[config.mk]
export PLATFORM = sky130hd
export DESIGN_NAME = dmvi_ram
export DESIGN_NICKNAME = d
export VERILOG_FILES = /design/src/dmvi_ram.sv
export SDC_FILE = /design/constraint.sdc
export NUM_CORES = 2
export LEC_CHECK = 0
export ABC_AREA = 0
export BUFFER_PORTS_ARGS = -buffer_cell sky130_fd_sc_hd__buf_2
export CAP_MARGIN = 40
export CORE_MARGIN = 2
export CORE_UTILIZATION = 63
export CTS_CLUSTER_DIAMETER = 150
export DETAILED_ROUTE_END_ITERATION = 10
export PLACE_DENSITY = 0.89
export SYNTH_ARGS = -nofsm -noshare
export SYNTH_HDL_FRONTEND = slang
export SYNTH_SLANG_ARGS = --single-unit
[constraint.sdc]
create_clock -name clk -period 3.8 [get_ports clk]
set_input_delay 0.38 -clock clk [delete_from_list [all_inputs] [get_ports clk]]
set_output_delay 0.38 -clock clk [all_outputs]
set_load 0.01 [all_outputs]
[src/dmvi_ram.sv]
module dmvi_ram #(
  parameter int WIDTH = 32,
  parameter int DEPTH = 64
) (
  input  logic                     clk,
  input  logic                     we,
  input  logic [$clog2(DEPTH)-1:0] waddr,
  input  logic [WIDTH-1:0]         wdata,
  input  logic [$clog2(DEPTH)-1:0] raddr,
  output logic [WIDTH-1:0]         rdata
);
  logic [WIDTH-1:0] mem [DEPTH];

  // write port, registered read port
  always_ff @(posedge clk) begin
    if (we) mem[waddr] <= wdata;
    rdata <= mem[raddr];
  end
endmodule

* Word level (Yosys, flattened, before mapping) *
Memory sizes are Yosys's and may differ from the RTL's. A register that Yosys moved wholly into a read port is not among the register bits.
Cells that the tools add are included.

storage, ports and cells
  register bits after elaboration = 0
  bits in writable memories = 2048
  output and inout bits = 32
  word-level logic and storage cells = 3
  memories = 1

memory list
  memory  words  width  read ports  clocked after memory_dff  write ports  RTL line  RTL
  mem     64     32     1           1                         1            12        logic [WIDTH-1:0] mem [DEPTH];

operators by class
  mux-type cells = 2

operators by type and width
  cell     count
  $mux W1  2

* Logic depth before layout (Yosys ltp) *
  word-level depth = 2
  gate-level depth with buffers = 10
  depth with buffers taken out = 5

* Least setup slack after synthesis *
OpenSTA, ideal clock, no wires.

  path kind = input -> register
  start = in waddr[3]
  end = mem mem[48][0] (enable)
  library setup time = 0.461 ns
  data arrival time = 3.079 ns
  required time = 3.339 ns
  path slack = 0.260 ns
  cell stages on the path = 4
  buffers on the path = 1
  path through = clkbuf_1 nor2b_1 nand4b_1 nor3_1

RTL lines
  what                RTL line  RTL
  start: declaration  7         input logic [$clog2(DEPTH)-1:0] waddr,
  end: declaration    12

No word-level cell before the write port.

==> flow_summary.json <==
{
  "synth_fp_nets": 3370,
  "p_per_area_nw_per_um2": 535,
  "critPathLaunchType": "input port",
  "synth_simple_gate_area_share_pct": 1.27,
  "clk_pin_slew_worst_paths_ns": 0.07,
  "tightest_slew_ns": 0.952,
  "cts_tree": "yes",
  "fp.dieH_um": 357,
  "rows": 129,
  "path_cells": "buf_8 > buf_12 > buf_4 > mux4_2 > mux4_2 > o22ai_1 > nor2_1",
  "period_needed_ns": 2.81,
  "cp_slowest_cell": "o22ai_1",
  "rsz0062_at_grt": "false",
  "cts_setup_buffers": 0,
  "dpl.hpwl_mm": 126,
  "cts_resized": 0,
  "run_status": "finished, final reports clean",
  "cts_buffer_depth": 3,
  "drt_iter0_drc": 9575,
  "synthArstFlopShare_pct": 0,
  "synth-compound-area-share_pct": 1.67,
  "slew-limit-headroom_pct": 36.5,
  "drv_slew": 0,
  "hold_class": "input port to register",
  "synth_edf_count": 2048,
  "multi_input_area_um2": 16000,
  "fin_skew_ns": 0.0303,
  "syn_avg_cell_area_um2": 23.6,
  "cp-end-kind": "register",
  "post-route-period-util_pct": 73.9,
  "gr-total-overflow": 0,
  "reg2reg_depth": 4,
  "hold_viol": 0,
  "die_w_um": 357,
  "synth-xor-area-share_pct": 0,
  "cp.arrival_ns": 3.44,
  "synth_top_family_by_area": "multiplexers",
  "htreeDepth": 4,
  "critPathMaxFanout": 23,
  "area_growth_pct": 13.7,
  "post_drt_wl_per_cell_um": 46.3,
  "clock.fmax_mhz": 356,
  "yosys_register_bits": 2080,
  "grt_start_max_net_pins": 61,
  "grt_pass1_vias": 43018,
  "initial_utilization_pct": 63.5,
  "final_nets": 3684,
  "total_power_mw": 47.7,
  "leakagePower_nw": 28.1,
  "ys_warn_count": 0,
  "netlist.area_leader.share_pct": 78.3,
  "regArea_um2": 62100,
  "reg2reg_from": "mem[15][18]$_DFFE_PP_",
  "gp_congestion": 0.851,
  "drc": 0,
  "ys_top_cells_by_count": "edfxtp_1, mux4_2, nor2_1, mux2i_1, o22ai_1",
  "maxCapViolations": 0,
  "muxShareOfSynthArea_pct": 16.8,
  "via_count": 42582,
  "endpoint": "rdata[18]$_DFF_P_",
  "io_pins": 78,
  "firstDrtPassIters": 8,
  "drive_gt1_share_pct": 31.4,
  "ff2ff_setup_slack_ns": 1.16,
  "placed_cells": 5066,
  "crit_top_cell": "mux4_2",
  "cts_hold_buf": 14,
  "ys.flop_type": "edfxtp_1",
  "wl_mm": 252,
  "worst-setup-path-type": "input port to register",
  "syn_inst": 3324,
  "postRouteAntennaNets": 0,
  "setup_tns_ns": 0,
  "yosys.cell_types.count": 34,
  "stdcell_area_um2": 89300,
  "synth_most_common_cell": "edfxtp_1",
  "numCtsBuffers": 187,
  "synth_area_um2": 78500,
  "grt_antenna_before_repair": 19,
  "vias_per_cell": 7.82,
  "yosys.area.top_type": "edfxtp_1",
  "die_area_um2": 127000,
  "synthAdderAreaFrac_pct": 0,
  "r2r-end": "rdata[18]$_DFF_P_",
  "cts-root-buf": "clkbuf_16",
  "port_buffers": 77,
  "max-vdd-ir-drop_mv": 0.583,
  "crit_path_max_incr_delay_ns": 0.73,
  "cts.sinks": 2080,
  "synth_area_leaders": "edfxtp_1, mux4_2, mux2i_1",
  "fillers": 6144,
  "grt_pass1_wl_mm": 345,
  "ys_seq_area_share_pct": 79.1,
  "crit_required_ns": 4.44,
  "gr-usage-all-layers_pct": 40.2,
  "final_cell_count_no_fill": 5445,
  "finalSetupViolCount": 0,
  "post_dp_cell_area_um2": 82900,
  "crit_start": "raddr[0]",
  "insertion_delay_ns": 0.84,
  "core-area_um2": 124000
}
## cells in the final DEF, fill, tap and decap left out, types with 9 or more instances in the layout
cell type and count:
edfxtp_1 2048, mux4_2 544, clkbuf_16 187, buf_4 153, mux2i_1 93, o22ai_1 84
nor2_1 75, buf_2 74, a21oi_1 62, nor2_4 62, buf_12 52, clkinv_2 45
clkbuf_1 43, dfxtp_1 32, o221ai_1 27, nand2_1 26, clkinv_1 22, bufinv_16 19
nor2b_1 15, dlygate4sd3_1 14, a22oi_1 12, clkbuf_8 10, inv_6 9
## sequential cells by signal (all words and copies together) (netlist names)
| name | count |
|---|---|
| mem | 2048 |
| rdata | 32 |
## per-stage QoR
step | hold slack, ns | worst slack [ns] | utilization [%]
after detailed placement | 0.677 | 0.367 | 67.1
after floorplan | 0.479 | 0.260 | -
after CTS | 0.00753 | 1.14 | 72.1
after global placement | 0.732 | 0.500 | 66.6
after global routing | 0.0290 | 0.893 | 72.2
final | 0.0226 | 0.994 | 72.2
## metal layers
metal / GRT usage (%) / vias to the layer above / wire [um]
met3: 12.7 / 1367 / 39500
met1: 48.3 / 21148 / 70400
met4: 26.7 / 20 / 22100
met5: 0.370 / - / 171
li1: - / 14909 / -
met2: 63.2 / 5138 / 120000
## cell type report
class / count / area share, %
Multi-Input combinational cell: 1062 / 17.9
Sequential cell: 2080 / 69.6
Clock buffer: 240 / 5.58
Antenna cell: 8 / 0.0224
Tap cell: 1637 / 2.29
Clock inverter: 111 / 1.29
Timing Repair Buffer: 307 / 3.34
## cells by family (layout without fill, tap and decap cells)
kind of cell,after synthesis,in the layout
compound gates,202,202
buf+inv,182,658
flops,2080,2080
mux,637,637
other cells,0,8
simple gates,223,223
## critical path, delay by kind of cell
| family | cells | cell delay [ns] |
|---|---|---|
| buffers and inverters | 3 | 0.95 |
| muxes | 2 | 1.05 |
| and+or+nand+nor | 1 | 0.28 |
| AOI/OAI and AO/OA | 1 | 0.73 |
## report_power, final
part           total [mW]  switching, mW  internal, mW
clock                19.5           8.87          10.6
combinational        2.69           1.72         0.972
sequential           25.5          0.151          25.4
## worst min path at each step
stage | start | to | slack [ns] | depth (start not counted)
4_1_cts | wdata[20] | mem[52][20]$_DFFE_PP_ | 0.008 | 1
6_report | wdata[10] | mem[38][10]$_DFFE_PP_ | 0.02 | 1
3_5_place_dp | wdata[15] | mem[25][15]$_DFFE_PP_ | 0.68 | 1
2_1_floorplan | wdata[0] | mem[0][0]$_DFFE_PP_ | 0.48 | 0
5_1_grt | wdata[10] | mem[36][10]$_DFFE_PP_ | 0.03 | 1
3_3_place_gp | mem[12][20]$_DFFE_PP_ | rdata[20]$_DFF_P_ | 0.73 | 4
No activity file was read; power rests on OpenSTA's default activity.
